`src/qai_mul.sv`:
```
// Shared signed multiplier with a registered product.
`default_nettype none
module qai_mul (
  input  wire logic               clk,
  input  wire logic signed [33:0] a,
  input  wire logic signed [33:0] b,
  output logic signed [67:0]      p
);
  always_ff @(posedge clk) begin
    p <= a * b;
  end
endmodule
`default_nettype wire

```
`config.mk`:
```
export PLATFORM = sky130hd
export DESIGN_NAME = qai_mul
export DESIGN_NICKNAME = d
export VERILOG_FILES = /design/src/qai_mul.sv
export SDC_FILE = /design/constraint.sdc
export NUM_CORES = 2
export LEC_CHECK = 0
export ABC_AREA = 1
export BUFFER_PORTS_ARGS = -buffer_cell sky130_fd_sc_hd__buf_2
export CAP_MARGIN = 15
export CORE_UTILIZATION = 67
export CTS_BUF_LIST = sky130_fd_sc_hd__clkbuf_4
export DETAILED_ROUTE_END_ITERATION = 8
export PLACE_DENSITY_LB_ADDON = 0.3
export SKIP_LAST_GASP = 1
export SYNTH_ARGS = -nofsm -noshare
export SYNTH_HDL_FRONTEND = slang
export SYNTH_SLANG_ARGS = --single-unit
```
`constraint.sdc`:
```
create_clock -name clk -period 8.8 [get_ports clk]
set_input_delay 0.88 -clock clk [delete_from_list [all_inputs] [get_ports clk]]
set_output_delay 0.88 -clock clk [all_outputs]
set_load 0.01 [all_outputs]
```
==> flow_metrics.py <==
metrics = {
    "synthesis": {
        "netlist_area_sq_um": 46200,
        "yosysSeqAreaShare_pct": 2.95,
        "synth_area_leaders": "fa_1 54%, inv_1 17%, nand2_1 13%",
        "async_flop_share_pct": 0,
        "synth-simple-area-share_pct": 16.6,
        "netlist-cell-type-count": 32,
        "synth_edf_count": 0,
        "synth_compound_area_share_pct": 1.13,
        "synthCells": 5972,
        "syn-num-nets": 7486,
        "yosysTopAreaCell": "fa_1",
        "synth_top_area_share_pct": 53.7,
        "syn_area_per_cell_sq_um": 7.74,
        "synth_mux_area_share_pct": 0,
        "synthFlopType": "dfxtp_1",
        "synth_common_cells": "2116 x inv_1, 1661 x nand2_1, 1241 x fa_1",
        "yosysWarnings": 0,
        "synth_top_family_by_area": "adder cells",
        "yosysMostFrequentCell": "inv_1",
        "synth-xor-area-share_pct": 0.663,
        "ys_ff_latch": 68,
        "synthAdderAreaFrac_pct": 59.3,
    },
    "finish": {
        "largest_reg_flops": 68,
        "area_growth_pct": 2.89,
        "final-seq-area_sq_um": 1360,
        "reg.largest.list": "p (68)",
        "final_layout_size_suffix_gt1_share_pct": 4.52,
        "max_flop_register": "p",
        "multiInputGateArea_sq_um": 35900,
        "fillers": 5442,
        "fin_nets": 7418,
    },
    "setup_path": {
        "critical_path_class": "in -> reg",
        "cp_max_fo": 24,
        "endpoint_kind": "flip-flop",
        "arrival_ns": 8.19,
        "worst_setup_path_start_kind": "input port",
        "worstPathRequired_ns": 9.17,
    },
    "timing": {
        "hold_viol": 0,
        "setup_violations": 0,
        "slew_headroom_pct": 31.0,
        "max_freq_mhz": 128,
        "finalCritPeriodShare_pct": 89.0,
        "rsz0062_at_grt": "false",
        "period_minus_slack_ns": 7.83,
        "tightest_slew_ns": 1.03,
        "final_max_slew_viol_count": 0,
        "fin_setup_tns_ns": 0,
    },
    "placed_design": {
        "dp_hpwl_um": 105000,
        "io_buffers": 136,
        "finalWeightedCongestion": 1.01,
    },
    "cts": {
        "clock_sinks": 68,
        "cts_resized": 0,
        "cts_made_buffers": 9,
        "cts_setup_buffers": 0,
        "htreeDepth": 3,
        "path_clk_slew_ns": 0.13,
        "clock_path_buffers": 2,
        "clock-root-buffer": "clkbuf_4",
        "cts_tree": "done",
        "hold_buffers": 0,
    },
    "grt": {
        "antenna_found_initial": 3,
        "overflow": 0,
        "grt_pass1_vias": 39800,
        "grt_max_degree": 35,
        "track_usage_pct": 37.5,
        "grt_pass1_wl_um": 203000,
    },
    "floorplanning": {
        "die_y_um": 265,
        "start_util_pct": 68.2,
        "coreArea_sq_um": 67800,
        "die_w_um": 265,
        "rows": 95,
        "dieArea_sq_um": 70000,
        "io_pins": 137,
    },
    "drt": {
        "dr.pass1.iters": 5,
        "drc_errors": 0,
        "vias_per_cell": 5.26,
        "drt_iter0_markers": 2792,
        "wl_per_cell_um": 18.0,
        "routed_wl_um": 122000,
        "num_vias": 35700,
        "drtAntennaViolNets": 0,
    },
    "outcome": {
        "status": "complete, no violations",
    },
    "run": {
        "maxCapViolations": 0,
    },
    "hold_path": {
        "hold_class": "in -> reg",
    },
}
[logic make-up after synthesis]
| family | after synthesis |
|---|---|
| compound gates | 95 |
| xor+xnor | 35 |
| fa+ha+maj | 1445 |
| buf+inv | 2390 |
| flops | 68 |
| simple gates | 1939 |
[layer usage]
layer,vias to the layer above,track usage (%),share of wire [%]
met5,-,0,0.022
met3,482,5.95,8.3
met2,1720,66.5,50
li1,15900,-,-
met4,4,17.8,5.8
met1,17600,44.8,36
[worst max-delay path, cell delays in order]
cell     delay [ns]
buf_2          0.55
nand2_1        0.26
inv_1          0.16
fa_1           0.39
inv_1          0.24
fa_1           0.54
inv_1          0.17
fa_1           0.48
fa_1           0.42
buf_4          0.24
inv_1          0.19
fa_1           0.44
fa_1           0.57
fa_1           0.44
fa_1           0.49
inv_1          0.04
ha_1           0.39
a21oi_1        0.35
nor2_1         0.07
nor2_1         0.17
o21ai_0        0.18
nand2_1        0.09
nand2_1        0.05
a21oi_1        0.18
nand2_1        0.07
nand2_1        0.05
nand2_1        0.05
[cells in the final DEF, fill, tap and decap left out, types with 2 or more instances in the layout]
master	n
a21oi_1	59
a21oi_2	4
buf_2	136
buf_4	55
clkbuf_4	13
clkinv_1	2
dfxtp_1	68
fa_1	1241
ha_1	204
inv_1	2116
inv_2	3
nand2_1	1661
nand2_2	20
nand2_4	2
nand3_1	70
nand3_2	7
nand3b_1	3
nand4_1	19
nor2_1	115
nor2_2	9
nor3_1	15
nor3_2	5
nor3_4	2
o21ai_0	18
o21bai_1	11
or2_2	8
xnor2_1	2
xor2_1	33
[worst paths after layout]
kind | cells past startpoint | start | end
setup / recovery | 27 | b[7] | p[65]
hold / removal | 4 | b[0] | p[0]
[per-stage QoR]
| step | cells | cell area [sq um] | util [%] | hold WS, ns | setup WS, ns |
|---|---|---|---|---|---|
| after floorplan | 5972 | 46200 | - | 1.16 | 1.10 |
| after global placement | 6765 | 47400 | 69.9 | 1.27 | 0.491 |
| after detailed placement | 6765 | 47400 | 69.9 | 1.28 | 0.467 |
| after CTS | 6781 | 47500 | 70.1 | 0.919 | 0.992 |
| after global routing | 6783 | 47600 | 70.2 | 0.984 | 0.522 |
| final | 6783 | 47600 | 70.2 | 0.963 | 0.972 |
[layout make-up]
| class | count | share of cell area, % |
|---|---|---|
| inverter | 2119 | 16.7 |
| sequential | 68 | 2.86 |
| antenna | 1 | 0.00526 |
| tap | 873 | 2.30 |
| clock buffer | 13 | 0.205 |
| clock inverter | 3 | 0.0789 |
| multi-input combinational | 3514 | 75.5 |
| timing repair buffer | 192 | 2.36 |
Power is left out: the tool's default activity adds up to more than one toggle a clock period on the data nets, which glitch-free logic cannot reach.
