===== config.mk =====
export PLATFORM = sky130hd
export DESIGN_NAME = qai_div
export DESIGN_NICKNAME = d
export VERILOG_FILES = /design/src/qai_div.sv
export SDC_FILE = /design/constraint.sdc
export NUM_CORES = 1
export LEC_CHECK = 0
export CAP_MARGIN = 20
export CORE_MARGIN = 2
export CORE_UTILIZATION = 45
export CTS_BUF_LIST = sky130_fd_sc_hd__clkbuf_4 sky130_fd_sc_hd__clkbuf_8
export DETAILED_ROUTE_END_ITERATION = 10
export DONT_BUFFER_PORTS = 1
export SLEW_MARGIN = 20
export SYNTH_ARGS = -nofsm -noshare
export SYNTH_HDL_FRONTEND = slang
export SYNTH_SLANG_ARGS = --single-unit
export TNS_END_PERCENT = 10

===== constraint.sdc =====
create_clock -name clk -period 13.5 [get_ports clk]
set_input_delay 2.7 -clock clk [delete_from_list [all_inputs] [get_ports clk]]
set_output_delay 2.7 -clock clk [all_outputs]
set_load 0.05 [all_outputs]

===== src/qai_div.sv =====
// Restoring divider, one quotient bit per cycle.
`default_nettype none
module qai_div (
  input  wire logic        clk,
  input  wire logic        rst,
  input  wire logic        start,
  input  wire logic [63:0] num,
  input  wire logic [31:0] den,
  output logic [63:0]      quo,
  output logic             done
);
  logic [31:0] rem;
  logic [31:0] dreg;
  logic [5:0]  cnt;
  logic        busy;
  logic [32:0] sh;
  logic        ge;

  assign sh = {rem, quo[63]};
  assign ge = sh >= {1'b0, dreg};

  always_ff @(posedge clk) begin
    if (rst) begin
      busy <= 1'b0;
      done <= 1'b0;
      cnt  <= '0;
    end else begin
      if (start) begin
        busy <= 1'b1;
        done <= 1'b0;
        cnt  <= '0;
        rem  <= '0;
        quo  <= num;
        dreg <= den;
      end else if (busy) begin
        rem  <= ge ? 32'(sh - {1'b0, dreg}) : sh[31:0];
        quo  <= {quo[62:0], ge};
        cnt  <= cnt + 6'd1;
        busy <= (cnt != 6'd63);
        done <= (cnt == 6'd63);
      end else begin
        done <= 1'b0;
      end
    end
  end
endmodule
`default_nettype wire


==> results.md, run 1 <==
- Final net count: roughly 710
- FP Rows: between 40 and 50
- Final worst path period need: between 4000 and 5000 ps
- Max incr delay on CP: slightly below 900 ps
- GPL Wtd Cong: roughly 0.8
- Worst R2R Path Depth: 12
- Commonest cells after routing, fill and taps aside: edfxtp_1 (128), mux2_2 (64), nor2_1 (44)
- Highest metal layer with signal wires: met4
- Synth unique cells: 50
- WP data required: 13560 ps
- Routed length on met2: a little under 7 mm
- Hold Path Origin: cnt[5]$_SDFFE_PP0P_
- Ys flop type: edfxtp_1
- Post-DP HPWL: 10.2 mm
- Leak: between 0.002 and 0.003 uW
- TritonCTS Sinks: 136
- Largest net degree at the start of global routing: slightly below 100
- Pins Over Slew Limit: 0
- Post-Syn Area per Cell: approximately 13 um2
- Setup TNS: 0 ps
- FF-to-FF Start: quo[63]$_DFFE_PP_
- Clk_lat worst skew: between 400 and 500 ps
- Mapped Area: between 7000 and 8000 um2
- Layout cell share with drive strength beyond 1: a little under a fifth
- Vias: between 4000 and 5000
- Clk pin slew, worst setup/hold paths: about 80 ps
- R2R Setup Slk: around 9600 ps
- Iter 0 DRT Violations: approximately 320
- Die W: roughly 130 um
- WS Path Type: input pin to flip-flop
- Worst endpoint data arrival time: 4100 ps
- Post-CTS setup repair buffer count: 0
- Clk_skew: a little under 10 ps
- Crit share post-route: about 30%
- Number of max-cap violations: 0
- Worst hold margin: slightly above 500 ps
- Met1 wire length: between 6 and 7 mm
- Met3 Routed Length: between 1 and 1.5 mm
- Status: finished clean
- Synth async-reset ratio: 0%
- Cts hold-fix bufs: 0
- Initial antenna violation count: 1
- Antenna fix cells: 0
- CTS root buf: clkbuf_8
- EDFF count, synth: approximately 130
- # setup viols final: 0
- DR WL/cell: roughly 18 um
- CTS tree: yes
- First-pass GRT wire length: ~24 mm
- I/O Buffers: 0
- Worst Setup End Kind: flip-flop
- Unrepaired setup endpoints after global routing: false
- Worst slew pin tran: between 1000 and 1500 ps
- Post-synthesis sequential area ratio: roughly 56%
- Wirelength, routed: 14.8 mm
- Leading cell type in the layout, fill and taps excluded: edfxtp_1
- Setup crit start kind: input pin
- Die height: around 130 um
- Area post-placement: 7410 um2
- Initial DRT Pass Iterations: 4
- Final ANT Viol Nets: 0
- FF+latch count, synth: roughly 140
- Hold Crit Class: flip-flop to flip-flop
- PwrDens: ~140 nW/um2
- Number of global-route vias before repair: approximately 4500
- Clock tree buffer depth: 2
- Hold depth: 2
- Area delta synth->final: 8.02%
- Fmax: between 200 and 250 MHz
- CTS resizes: 0
- Worst relative slew slack: between 30% and 40%
- Max VDD drop: just over 0.00009 V
- Inserted Clock Buffers: 17
- Max H-tree Level: 4
- Core ar.: roughly 16000 um2
- RR Endpoint: rem[22]$_SDFFCE_PP0P_
- Fin. Hold Viols: 0
- Top-level port count: ~160
- Vias per inst: about 5.4
- # fillers: roughly 1400
- Hold Path End: done$_SDFF_PP0_
- Die area: 17000 um2
- Synthesized net count: a little over 700
- Yosys warnings: 0
- Cell area after layout: approximately 7800 um2
- Max FO, Critical Path: 97
- WP buf/inv: 1
- Total grt overflow: 0
- Post-route DRC: 0
- Critical Path, Cell by Cell: nor2_1 > nor2_4 > buf_4
- Starting density of the core: 45.7%
- GRT Total Usage: a little under a fifth
- Cells after Synth: between 500 and 600
- Family with the most delay on the worst path: buffers and inverters
- Slowest cell on crit path: buf_4
## metrics by stage
stage / utilization (%) / setup WS, ps / cells / power (uW)
floorplan: - / 5300 / 572 / 760
global placement: 47.1 / 9060 / 770 / 794
detailed placement: 47.1 / 9020 / 770 / 799
CTS: 49.4 / 9520 / 802 / 1110
global route: 49.4 / 9230 / 802 / 1160
finish: 49.4 / 9470 / 802 / 1100
## power breakdown
| part | total (uW) | leakage [uW] | switching, uW | internal, uW |
|---|---|---|---|---|
| sequential | 567 | 0.00129 | 62.3 | 504 |
| clock | 307 | 0.000168 | 177 | 130 |
| combinational | 222 | 0.00150 | 122 | 99.9 |
| total | 1100 | 0.00296 | 361 | 735 |
## worst max-delay path by stage
stage,startpoint,endpoint,slack [ps],depth (start not counted)
after floorplan,start,quo[0]$_DFFE_PP_,5300,5
after global placement,start,quo[52]$_DFFE_PP_,9060,3
after detailed placement,start,rem[10]$_SDFFCE_PP0P_,9020,3
after CTS,quo[63]$_DFFE_PP_,rem[4]$_SDFFCE_PP0P_,9520,12
after global routing,quo[63]$_DFFE_PP_,rem[4]$_SDFFCE_PP0P_,9230,12
final,start,rem[14]$_SDFFCE_PP0P_,9470,3
## per-layer routing
metal	GRT usage, %	vias up
met1	22.9	2054
met4	5.19	0
met3	8.61	12
met2	28.8	165
met5	0	-
li1	-	2126
## area by class of cell
class / count / area (um2) / share of cell area (%)
inverter: 37 / 139 / 1.79
tap: 216 / 270 / 3.48
timing repair buffer: 2 / 15.0 / 0.194
clock buffer: 17 / 234 / 3.02
multi-input combinational: 379 / 2980 / 38.4
sequential: 136 / 4000 / 51.6
clock inverter: 15 / 115 / 1.48
## flip-flops by register name, summed over array words and instances, names as in the netlist
signal / flops
busy: 1
done: 1
rem: 32
cnt: 6
dreg: 32
quo: 64
## cells in the mapped netlist, drive strengths merged (9+ instances only)
cell type	n	area [um2]
inv	37	139
mux2	64	721
nand2	27	101
a21oi	36	180
nor2	46	173
edfxtp	128	3840
o21ai	16	80.1
xor2	12	105
a21o	15	114
ha	33	413
nand3	9	45.0
mux2i	29	290
xnor2	18	158
clkbuf	15	56.3
## worst min-delay path: stages (launching register included)
cell and delay (ps):
dfxtp_1 330, nand4_1 100, nor3_1 50
## logic make-up (layout without fill, tap and decap cells)
group	count (synthesis)	count (layout)	synth area share [%]
AOI/OAI and AO/OA	98	98	9.20
xor gates and xnor gates	30	30	3.66
adders and majority gates	34	34	6.03
buffers and inverters	57	71	3.12
DFF	136	136	55.8
muxes	93	93	14.1
and+or+nand+nor	124	124	8.14
Note: power is estimated with default switching activity, not from simulation.
==> run 2: changes to the inputs <==
clock period = 3.9 ns   (was 13.5 ns; I/O delays follow)
==> results.md, run 2 (synthesis gave the netlist of run 1 again) <==
- Fin. Hold Viols: 0
- Inserted Clock Buffers: 17
- I/O Buffers: 0
- Reg with most FFs: quo
- Die height: between 100 and 150 um
- Max FO, Critical Path: 17
- Die area: between 15000 and 20000 um2
- First-pass GRT wire length: 23.8 mm
- GPL Wtd Cong: 0.832
- DR WL/cell: about 19 um
- Final WS setup: between 400 and 500 ps
- CTS tree: yes
- WP data required: between 4000 and 5000 ps
- Initial antenna violation count: 2
- Non-Filler Instances: 807
- Inst Count DP: 774
- Tot Pwr: slightly below 4000 uW
- Leading cell type in the layout, fill and taps excluded: edfxtp_1
- Worst slack, placed: ~500 ps
- Iter 0 DRT Violations: ~210
- Die W: roughly 130 um
- Worst endpoint data arrival time: ~3600 ps
- Largest net degree at the start of global routing: 98
- Core ar.: about 16000 um2
- Vias: around 4400
- Number of max-cap violations: 0
- Area of the multi-input gates: between 2000 and 3000 um2
- Max VDD drop: between 0.0003 and 0.0004 V
- Largest register FFs: 64
- WS Path Type: flip-flop to flip-flop
- GRT Total Usage: 18.6%
- Largest registers: quo x64, dreg x32, rem x32
- Slowest cell on crit path: a21oi_4
- Worst Setup End Kind: flip-flop
- Unrepaired setup endpoints after global routing: false
- Max H-tree Level: 4
- Fmax: roughly 300 MHz
- # fillers: 1400
- Clk pin slew, worst setup/hold paths: approximately 90 ps
- Max incr delay on CP: ~450 ps
- Final net count: 710
- Post-CTS setup repair buffer count: 0
- Starting density of the core: 45.7%
- Post-DP HPWL: 10.5 mm
- Initial DRT Pass Iterations: 4
- Clock tree buffer depth: 2
- Layout cell share with drive strength beyond 1: a little under a fifth
- Vias per inst: 5.44
- Crit share post-route: between 80% and 90%
- Area delta synth->final: 9.01%
- Critical Path, Cell by Cell: ha_1 > nand3_1 > o21bai_1 > a21oi_1 > o211ai_1 > a31oi_1 > a21boi_0 > a21oi_4 > buf_4 > mux2i_1 > nor2_1
- Hold Crit Class: input pin to flip-flop
- TritonCTS Sinks: about 140
- FP Rows: 46
- CTS resizes: 0
- Final ANT Viol Nets: 0
- PwrDens: approximately 500 nW/um2
- Total grt overflow: 0
- Storage element area: about 4000 um2
- Top-level port count: 164
- Status: finished clean
- Worst slew pin tran: between 900 and 1000 ps
- Clk_lat worst skew: between 400 and 500 ps
- Post-route DRC: 0
- CTS root buf: clkbuf_8
- Pins Over Slew Limit: 0
- Wirelength, routed: ~15 mm
- # setup viols final: 0
- Clk_skew: around 14 ps
- Setup TNS: 0 ps
- Final worst path period need: 3410 ps
- Cts hold-fix bufs: 0
- Setup crit start kind: flip-flop
- Worst hold margin: 406 ps
- Number of global-route vias before repair: 4737
- Commonest cells after routing, fill and taps aside: edfxtp_1 (128), mux2_2 (64), nor2_1 (44)
- Leak: 0.00300 uW
- Worst relative slew slack: around a third
==> run 2: changes by cell type in the layout (fill, tap and decap cells not counted), sizes merged <==
cell / previous run / this run
buf: 2 / 6
bufinv: 0 / 1
clkinv: 3 / 4
clkinvlp: 4 / 3
diode: 0 / 1
inv: 45 / 44
==> run 2: final cells by class <==
| cell class | count | share of cell area, % |
|---|---|---|
| Timing Repair Buffer | 6 | 0.735 |
| Tap cell | 216 | 3.45 |
| Antenna cell | 1 | 0.0320 |
| Sequential cell | 136 | 51.2 |
| Clock buffer | 17 | 2.99 |
| Clock inverter | 15 | 1.81 |
| Inverter | 37 | 1.77 |
| Multi-Input combinational cell | 379 | 38.0 |
==> run 2: layer usage <==
metal / share of wire, % / GRT usage [%] / up-vias
met5: 0.073 / 0 / -
met4: 0.97 / 5.38 / 2
met3: 8.8 / 9.59 / 13
met2: 49 / 31.0 / 151
met1: 41 / 21.1 / 2092
li1: - / - / 2136
==> run 2: path summary, 6_finish.rpt <==
check / from / to / cells after the start / slack, ps
min reg2reg: cnt[5]$_SDFFE_PP0P_ / cnt[5]$_SDFFE_PP0P_ / 2 / 530
max: rem[3]$_SDFFCE_PP0P_ / rem[15]$_SDFFCE_PP0P_ / 11 / 490
max reg2reg: rem[3]$_SDFFCE_PP0P_ / rem[15]$_SDFFCE_PP0P_ / 11 / 490
min: den[26] / dreg[26]$_DFFE_PP_ / 0 / 410
==> run 2: stage by stage <==
stage	util, %	instance area (um2)
after floorplan	-	7190
after global placement	47.4	7450
after detailed placement	47.4	7450
after CTS	49.8	7820
after global routing	49.8	7820
final	49.8	7830
==> run 2: worst max-delay path, delay by kind of cell, from the launching register on <==
family / cells / cell delay [ps]
and+or+nand+nor: 2 / 170
muxes: 1 / 220
AOI/OAI and AO/OA: 6 / 1580
DFF: 1 / 400
buffers and inverters: 1 / 350
adders and majority gates: 1 / 430
==> run 2: power by group <==
group / internal [uW] / switching (uW)
Sequential: 1740 / 210
Combinational: 353 / 430
Clock: 516 / 627
Total: 2610 / 1270
