**src/qai_pkg.sv**
```systemverilog
// Package with item types, constants and tables of the quaternion integrator.
`default_nettype none
package qai_pkg;

  localparam int CORDIC_ITERATIONS = 24;
  localparam int CORDIC_STEPS = (CORDIC_ITERATIONS < 32) ? CORDIC_ITERATIONS : 32;

  localparam logic [15:0] PERIOD_RESET = 16'd655;
  localparam logic [31:0] ONE_Q30 = 32'd1073741824;
  localparam logic [63:0] SMALL_NM2 = 64'd180143985;
  localparam logic [63:0] DEGEN_N2 = 64'd1152921504606;
  localparam logic signed [34:0] TWO_PI_Q29 = 35'sd3373259426;
  localparam logic signed [34:0] PI_Q29 = 35'sd1686629713;
  localparam logic signed [34:0] HALF_PI_Q29 = 35'sd843314857;
  localparam logic signed [35:0] GAIN_Q30 = 36'sd652032874;

  // Reciprocal of three in Q33, rounded up, exact for dividends below 2^32.
  localparam logic [33:0] RECIP3_Q33 = 34'h0_AAAA_AAAB;

  localparam logic [28:0] ATAN_Q29 [32] = '{
    29'd421657428, 29'd248918915, 29'd131521918, 29'd66762579, 29'd33510843,
    29'd16771758, 29'd8387925, 29'd4194219, 29'd2097141, 29'd1048575,
    29'd524288, 29'd262144, 29'd131072, 29'd65536, 29'd32768, 29'd16384,
    29'd8192, 29'd4096, 29'd2048, 29'd1024, 29'd512, 29'd256, 29'd128,
    29'd64, 29'd32, 29'd16, 29'd8, 29'd4, 29'd2, 29'd1, 29'd1, 29'd0
  };

  // Hamilton product terms, four per output component.
  localparam logic [1:0] TERM_A [16] = '{
    2'd0, 2'd1, 2'd2, 2'd3, 2'd0, 2'd1, 2'd2, 2'd3,
    2'd0, 2'd2, 2'd3, 2'd1, 2'd0, 2'd3, 2'd1, 2'd2
  };
  localparam logic [1:0] TERM_D [16] = '{
    2'd0, 2'd1, 2'd2, 2'd3, 2'd1, 2'd0, 2'd3, 2'd2,
    2'd2, 2'd0, 2'd1, 2'd3, 2'd3, 2'd0, 2'd2, 2'd1
  };
  localparam logic TERM_NEG [16] = '{
    1'b0, 1'b1, 1'b1, 1'b1, 1'b0, 1'b0, 1'b0, 1'b1,
    1'b0, 1'b0, 1'b0, 1'b1, 1'b0, 1'b0, 1'b0, 1'b1
  };

  typedef enum logic {
    OP_INTEGRATE = 1'b0,
    OP_LOAD      = 1'b1
  } opcode_t;

  typedef struct packed {
    logic               opcode;
    logic signed [15:0] rate_x;
    logic signed [15:0] rate_y;
    logic signed [15:0] rate_z;
    logic signed [31:0] load_w;
    logic signed [31:0] load_x;
    logic signed [31:0] load_y;
    logic signed [31:0] load_z;
  } in_item_t;

  typedef struct packed {
    logic signed [31:0] att_w;
    logic signed [31:0] att_x;
    logic signed [31:0] att_y;
    logic signed [31:0] att_z;
    logic               reset_to_identity;
  } out_item_t;

  typedef struct packed {
    logic start;
    logic done;
  } unit_ctl_t;

endpackage
`default_nettype wire

```
**src/qai_sqrt.sv**
```systemverilog
// Integer square root, two radicand bits per cycle.
`default_nettype none
module qai_sqrt (
  input  wire logic        clk,
  input  wire logic        rst,
  input  wire qai_pkg::unit_ctl_t ctl_in,
  input  wire logic [63:0] x,
  output logic [31:0]      root,
  output qai_pkg::unit_ctl_t ctl_out
);
  import qai_pkg::*;

  logic [63:0] v;
  logic [63:0] r;
  logic [63:0] bm;
  logic [4:0]  cnt;
  logic        busy;
  logic [63:0] trial;

  assign trial = r + bm;
  assign root = r[31:0];

  always_ff @(posedge clk) begin
    if (rst) begin
      busy    <= 1'b0;
      ctl_out <= '0;
      cnt     <= '0;
    end else begin
      if (ctl_in.start) begin
        busy          <= 1'b1;
        ctl_out.start <= 1'b1;
        ctl_out.done  <= 1'b0;
        cnt           <= '0;
        v             <= x;
        r             <= '0;
        bm            <= 64'h4000_0000_0000_0000;
      end else if (busy) begin
        if (v >= trial) begin
          v <= v - trial;
          r <= (r >> 1) + bm;
        end else begin
          r <= r >> 1;
        end
        bm            <= bm >> 2;
        cnt           <= cnt + 5'd1;
        busy          <= (cnt != 5'd31);
        ctl_out.start <= (cnt != 5'd31);
        ctl_out.done  <= (cnt == 5'd31);
      end else begin
        ctl_out.done <= 1'b0;
      end
    end
  end
endmodule
`default_nettype wire

```
**config.mk**
```make
export PLATFORM = sky130hd
export DESIGN_NAME = qai_sqrt
export DESIGN_NICKNAME = d
export VERILOG_FILES = /design/src/qai_pkg.sv /design/src/qai_sqrt.sv
export SDC_FILE = /design/constraint.sdc
export NUM_CORES = 1
export LEC_CHECK = 0
export BUFFER_PORTS_ARGS = -buffer_cell sky130_fd_sc_hd__buf_4
export CAP_MARGIN = 25
export CORE_ASPECT_RATIO = 1.4
export CORE_MARGIN = 5
export CORE_UTILIZATION = 35
export DETAILED_ROUTE_END_ITERATION = 10
export GPL_ROUTABILITY_DRIVEN = 0
export SYNTH_ARGS = -nofsm -noshare
export SYNTH_HDL_FRONTEND = slang
export SYNTH_SLANG_ARGS = --single-unit
```
**constraint.sdc**
```tcl
create_clock -name clk -period 20.2 [get_ports clk]
set_input_delay 6.06 -clock clk [delete_from_list [all_inputs] [get_ports clk]]
set_output_delay 6.06 -clock clk [all_outputs]
set_load 0.05 [all_outputs]
```
==> impl_metrics.toml, run 1 <==
[grt]
grt_max_degree = 110
grt_pass1_vias = 13100
grt.overflow.total = 0
grt_pass1_wl_um = 69000
grt_usage_pct = 17.3
antenna_found_initial = 0

[cells_and_area]
regArea_um2 = 4960
most-common-layout-cells = "217 x nand2_1, 160 x o21ai_0, 160 x edfxtp_1"
fin_nets = 2017
syn_to_final_growth_pct = 9.88
drive_gt1_share_pct = 9.79
antenna_cells = 0
final_common_cell = "nand2_1"
num-fill-cells = 4447
multi_input_area_um2 = 9870
utilization_pct = 38.8

[sta]
setup-tns-final_ps = 0
fmax_mhz = 124
hold_viol_final = 0
whs_ps = 523
period_share_pct = 40.1
worst_slack_ps = 12110
fin_worst_skew_ps = 14.8
relSlewSlack_pct = 33.5
slew_viol_final = 0
worst_slew_pin_slew_ps = 997
setup_viol = 0
fin_crit_ps = 8090
rsz0062_at_grt = "false"

[yosys]
yosysSeqAreaShare_pct = 32.0
ys_top_cells_by_area = "edfxtp_1 31%, ha_1 11%, xor2_1 5.9%"
synth_edf_count = 160
synth_area_um2 = 15500
synth_cells = 1804
synth_nets = 2005
synth_warnings = 0
ys.flop_type = "edfxtp_1"
netlist.top_cell.by_area = "edfxtp_1"
ys_ff_latch = 168
async_reset_ff_share_pct = 0
syn_area_per_cell_um2 = 8.60
synth_top_cell_area_share_pct = 31.0
synthDistinctLibCells = 77

[power_and_ir_drop]
switching_share_pct = 42.6
p_seq_share_pct = 30.3
p_switching_uw = 691
max-vdd-ir-drop_uv = 54.0
p_comb_share_pct = 48.6
leakagePower_uw = 0.00649
power.density_nw_per_um2 = 95.3
pwr-share-clk_pct = 21.2
internal_power_uw = 932

[critical_path]
crit_type = "primary input to register"
end_kind = "register"
r2r_end = "r[31]"
critPathRequiredTime_ps = 20410
critPathLaunch = "ctl_in[1]"
crit_family = "buffers and inverters"
reg2reg_from = "r[2]"
critPathMaxStageDelay_ps = 820
cp_common_cell = "buf_4"
rrSetupSlack_ps = 12840
path_depth = 4
cp_slowest_cell = "buf_4"
crit_end = "v[1]"
crit_buf_inv = 3
crit_chain = "buf_6, buf_4, buf_4, mux2_2"
path_max_fanout = 109
start_kind = "primary input"
r2r_cells = 22
cp.arrival_ps = 8310

[detailed_routing]
ant_nets = 0
wl_um = 43500
wire_per_inst_um = 18.2
drt_iter0_markers = 953
drc = 0
route.vias.total = 13600
vias_per_cell = 5.69
dr.pass1.iters = 5

[die]
start_util_pct = 35.3
die-area_um2 = 48700
rows = 91
pin_count = 102
dieWidth_um = 188
core_um2 = 43900
die_h_um = 259

[clocking]
cts.clk_slew.worst_paths_ps = 80
numCtsBuffers = 17
postCtsHoldBufs = 0
cts_resized = 0
cts_tree = "built"
cts_sinks = 168
root_buffer = "clkbuf_16"
cts_buffer_depth = 2
cts_setup_buffers = 0
htree_levels = 4
clkLatencyLatePin_ps = 460

[placed_design]
port_buffers = 100
place_hpwl_um = 33100
post-place-ws_ps = 11530

[hold_path]
hold_path_class = "register to register"
hold_path_depth = 2

[job]
cap_violations = 0

[status]
status = "finished clean"
## synthesized netlist by cell type (all sizes together) (13+ instances only)
master,instances
buf,53
o31ai,22
a31o,15
ha,132
edfxtp,160
a21oi,104
a211oi,23
xor2,105
xnor2,74
and3,25
o21bai,33
a21o,62
nor2b,48
nor3,23
or3,13
nand3,38
a31oi,70
clkbuf,61
inv,26
o21ai,165
nand4,49
nor2,146
nand2,217
## logic make-up (layout without fill, tap and decap cells)
kind of cell             after synthesis  in the layout  synth area share (%)
AO/OA/AOI/OAI                        568            568                  23.7
XOR/XNOR                             179            179                  10.1
adder cells (fa/ha/maj)              133            133                  10.8
buffers and inverters                140            165                  4.44
flip-flops                           168            168                  32.0
multiplexers                           6              6                 0.395
AND/OR/NAND/NOR                      610            610                  18.5
## per-layer routing
layer | vias to the layer above | wire (um) | GRT usage (%)
met5 | - | 0 | 0
met4 | 0 | 1130 | 5.69
met3 | 70 | 1850 | 2.60
met2 | 336 | 21400 | 30.0
met1 | 6462 | 19200 | 22.2
li1 | 6720 | - | -
## stage by stage
stage	std cells	total power [uW]	cell area (um^2)
after floorplan	1804	1100	15500
after global placement	2355	1270	16400
after detailed placement	2355	1280	16400
after CTS	2387	1630	17000
after global routing	2387	1730	17000
final	2387	1620	17000
## flip-flops by register name, indices dropped and copies added (netlist names)
| name | flops |
|---|---|
| cnt | 5 |
| bm | 32 |
| r | 64 |
| v | 64 |
| busy | 1 |
| ctl_out | 2 |
## worst reg2reg max path, cell delays in order (launching register included)
cell and delay [ps]:
edfxtp_1 480, ha_1 400, a311oi_1 340, nor2_1 170, a21oi_1 440, o31ai_2 210
a211oi_2 360, a21oi_1 170, a31oi_1 490, o31ai_1 150, xnor2_1 170, ha_1 450
nand4_1 170, inv_1 140, nand3_1 90, nor4_1 460, o221ai_1 420, a211oi_1 470
o221a_2 280, buf_4 650, o21ai_0 310, xor2_1 250, nor2_1 60
## power groups by stage
stage / sequential [uW] / clock [uW] / combinational (uW)
floorplan: 480 / 0 / 622
global placement: 497 / 0 / 771
detailed placement: 497 / 0 / 781
CTS: 491 / 351 / 784
global route: 497 / 363 / 872
finish: 492 / 343 / 788
## how the worst min path moves through the flow
stage,from,to,slack (ps)
finish,cnt[4],cnt[4],520
detailed placement,cnt[4],cnt[4],500
floorplan,cnt[4],cnt[4],470
global placement,cnt[4],cnt[4],480
CTS,cnt[4],cnt[4],520
global route,cnt[4],cnt[4],550
## layout make-up
class                      instances  area share (%)
clock buffer                      20            2.94
clock inverter                    12           0.573
inverter                          26           0.573
multi-input combinational       1496            57.9
sequential                       168            29.1
tap                              558            4.10
timing repair buffer             107            4.74
Power figures use the tool's default switching activity.
==> run 2, diff against run 1 <==
--- a/config.mk
+++ b/config.mk
@@ -5,6 +5,7 @@
 export SDC_FILE = /design/constraint.sdc
 export NUM_CORES = 1
 export LEC_CHECK = 0
+export ABC_AREA = 1
 export BUFFER_PORTS_ARGS = -buffer_cell sky130_fd_sc_hd__buf_4
 export CAP_MARGIN = 25
 export CORE_ASPECT_RATIO = 1.4
==> constraint.sdc (replaced) <==
create_clock -name clk -period 6.7 [get_ports clk]
set_input_delay 2.01 -clock clk [delete_from_list [all_inputs] [get_ports clk]]
set_output_delay 2.01 -clock clk [all_outputs]
set_load 0.05 [all_outputs]
==> impl_metrics.toml, run 2 <==
[clocking]
numCtsBuffers = 17
htree_levels = 4
clkLatencyLatePin_ps = 490
cts.clk_slew.worst_paths_ps = 80
cts_tree = "built"
root_buffer = "clkbuf_16"
cts_buffer_depth = 2
cts_resized = 0
postCtsHoldBufs = 0
cts_sinks = 168
cts_setup_buffers = 0

[yosys]
synth_edf_count = 160
netlist.top_cell.by_area = "nand2_1"
synth_area_um2 = 20600
synth_cells = 3535
async_reset_ff_share_pct = 0
ys.flop_type = "edfxtp_1"
ys_ff_latch = 168
synth_warnings = 0
synth_common_cells = "1,453 x nand2_1, 579 x inv_1, 348 x nor2_1"
synth_top_cell_area_share_pct = 26.5
synth_nets = 3736
yosysMostFrequentCell = "nand2_1"
yosysSeqAreaShare_pct = 24.1
synthDistinctLibCells = 44
syn_area_per_cell_um2 = 5.82
ys_top_cells_by_area = "nand2_1 27%, edfxtp_1 23%, inv_1 11%"

[sta]
fin_worst_skew_ps = 17.2
worst_slack_ps = 1170
hold_viol_final = 0
relSlewSlack_pct = 40.9
rsz0062_at_grt = "false"
setup-tns-final_ps = 0
slew_viol_final = 0
worst_slew_pin_slew_ps = 877
setup_viol = 0
fmax_mhz = 181
fin_crit_ps = 5530
period_share_pct = 82.5

[die]
rows = 105
start_util_pct = 35.2
dieWidth_um = 215
core_um2 = 58500
die-area_um2 = 63800
pin_count = 102
die_h_um = 297

[detailed_routing]
vias_per_cell = 5.00
route.vias.total = 21800
drt_iter0_markers = 1327
wl_um = 76400
wire_per_inst_um = 17.6
dr.pass1.iters = 6
ant_nets = 0
drc = 0

[critical_path]
end_kind = "register"
cp.arrival_ps = 5690
r2r_cells = 20
critPathLaunch = "r[26]"
reg2reg_from = "r[26]"
path_max_fanout = 46
start_kind = "register"
crit_buf_inv = 3
critPathMaxStageDelay_ps = 710
crit_type = "register to register"
crit_family = "simple AND/OR/NAND/NOR gates"
path_depth = 20
cp_common_cell = "nand2_1"
cp_slowest_cell = "o21ai_0"
crit_chain = "ha_1, nand2_1, inv_1, nand2_1, nor2_1, nand2_1, o21ai_0, xnor2_1, ha_1, nand2_1, nor2_1, nand2_1, nor2_1, nand4_1, nand3_1, nand2_2, nand2_2, o21ai_0, inv_2, buf_12"
critPathRequiredTime_ps = 6860

[cells_and_area]
syn_to_final_growth_pct = 9.58
top_regs = "r: 64 flops, v: 64 flops, bm: 32 flops"
most-common-layout-cells = "1,453 x nand2_1, 578 x inv_1, 347 x nor2_1"
final_cell_count_no_fill = 4348
final_common_cell = "nand2_1"
antenna_cells = 0
drive_gt1_share_pct = 4.70
fin_nets = 3787
multi_input_area_um2 = 13000
design_area_um2 = 22500
num-fill-cells = 6429
regArea_um2 = 4960

[power_and_ir_drop]
max-vdd-ir-drop_uv = 217
leakagePower_uw = 0.0117
power.density_nw_per_um2 = 251
finalPower_uw = 5660

[placed_design]
post-place-ws_ps = 1300
port_buffers = 100
place_hpwl_um = 63300
post_dp_cell_area_um2 = 21900
dp.cells = 4316

[grt]
grt_pass1_vias = 21500
grt_usage_pct = 23.5
grt.overflow.total = 0
grt_max_degree = 65
antenna_found_initial = 0
grt_pass1_wl_um = 116000

[status]
status = "finished clean"

[hold_path]
hold_path_class = "register to register"
hold_path_depth = 2
worstHoldStart = "ctl_out[1]"

[job]
cap_violations = 0
[run 2: changes by cell type after synthesis, moves of 28 or more]
cell,change
nand2_1,+1236
a21o_1,-59
clkbuf_1,-30
a21oi_1,+42
nor2b_1,-48
xor2_1,-61
o21ai_0,-28
nand3_1,+166
nor2_1,+202
inv_1,+553
nand3b_1,+29
a31oi_1,-67
[run 2: power by group]
part,internal [uW],total [uW],switching [uW]
logic,978,3010,2030
clock network,604,1130,529
registers,1350,1520,169
total,2930,5660,2730
[run 2: kinds of logic after synthesis]
logic type | Yosys count | synth area share, %
AOI/OAI and AO/OA | 316 | 8.11
adders and majority gates | 133 | 8.13
and+or+nand+nor | 2154 | 42.4
DFF | 168 | 24.1
buffers and inverters | 662 | 12.9
xor gates and xnor gates | 102 | 4.34
[run 2: path summary, 6_finish.rpt]
check / end / slack (ps)
min: ctl_out[1] / 470
max reg2reg: v[17] / 1170
min reg2reg: ctl_out[1] / 470
max: v[17] / 1170
[run 2: metal layers]
layer  up-vias  track usage (%)  wire, um
met2       640             43.4     38700
met5         -                0         0
met3       265             2.52      2960
met1      9705             24.7     28500
li1      11100                -         -
met4         0             16.3      6160
[run 2: worst register-to-register path, stage by stage (launching register included)]
cell and delay, ps:
edfxtp_1 540, ha_1 450, nand2_1 70, inv_1 80, nand2_1 80, nor2_1 330, nand2_1 100, o21ai_0 710
xnor2_1 200, ha_1 420, nand2_1 110, nor2_1 190, nand2_1 110, nor2_1 190, nand4_1 180, nand3_1 230
nand2_2 120, nand2_2 210, o21ai_0 130, inv_2 390, buf_12 340
[run 2: metrics by stage]
step	hold slack, ps	util, %
finish	470	38.6
global route	508	38.6
CTS	472	38.6
detailed placement	461	37.5
global placement	458	37.4
floorplan	445	-
[run 2: area by class of cell]
cell class	count	share of cell area, %
clock buffers	17	1.89
clock inverters	15	0.921
inverters	585	9.74
multi-input cells	2705	57.5
flip-flops and latches	168	22.0
well taps	749	4.16
repair buffers	109	3.80
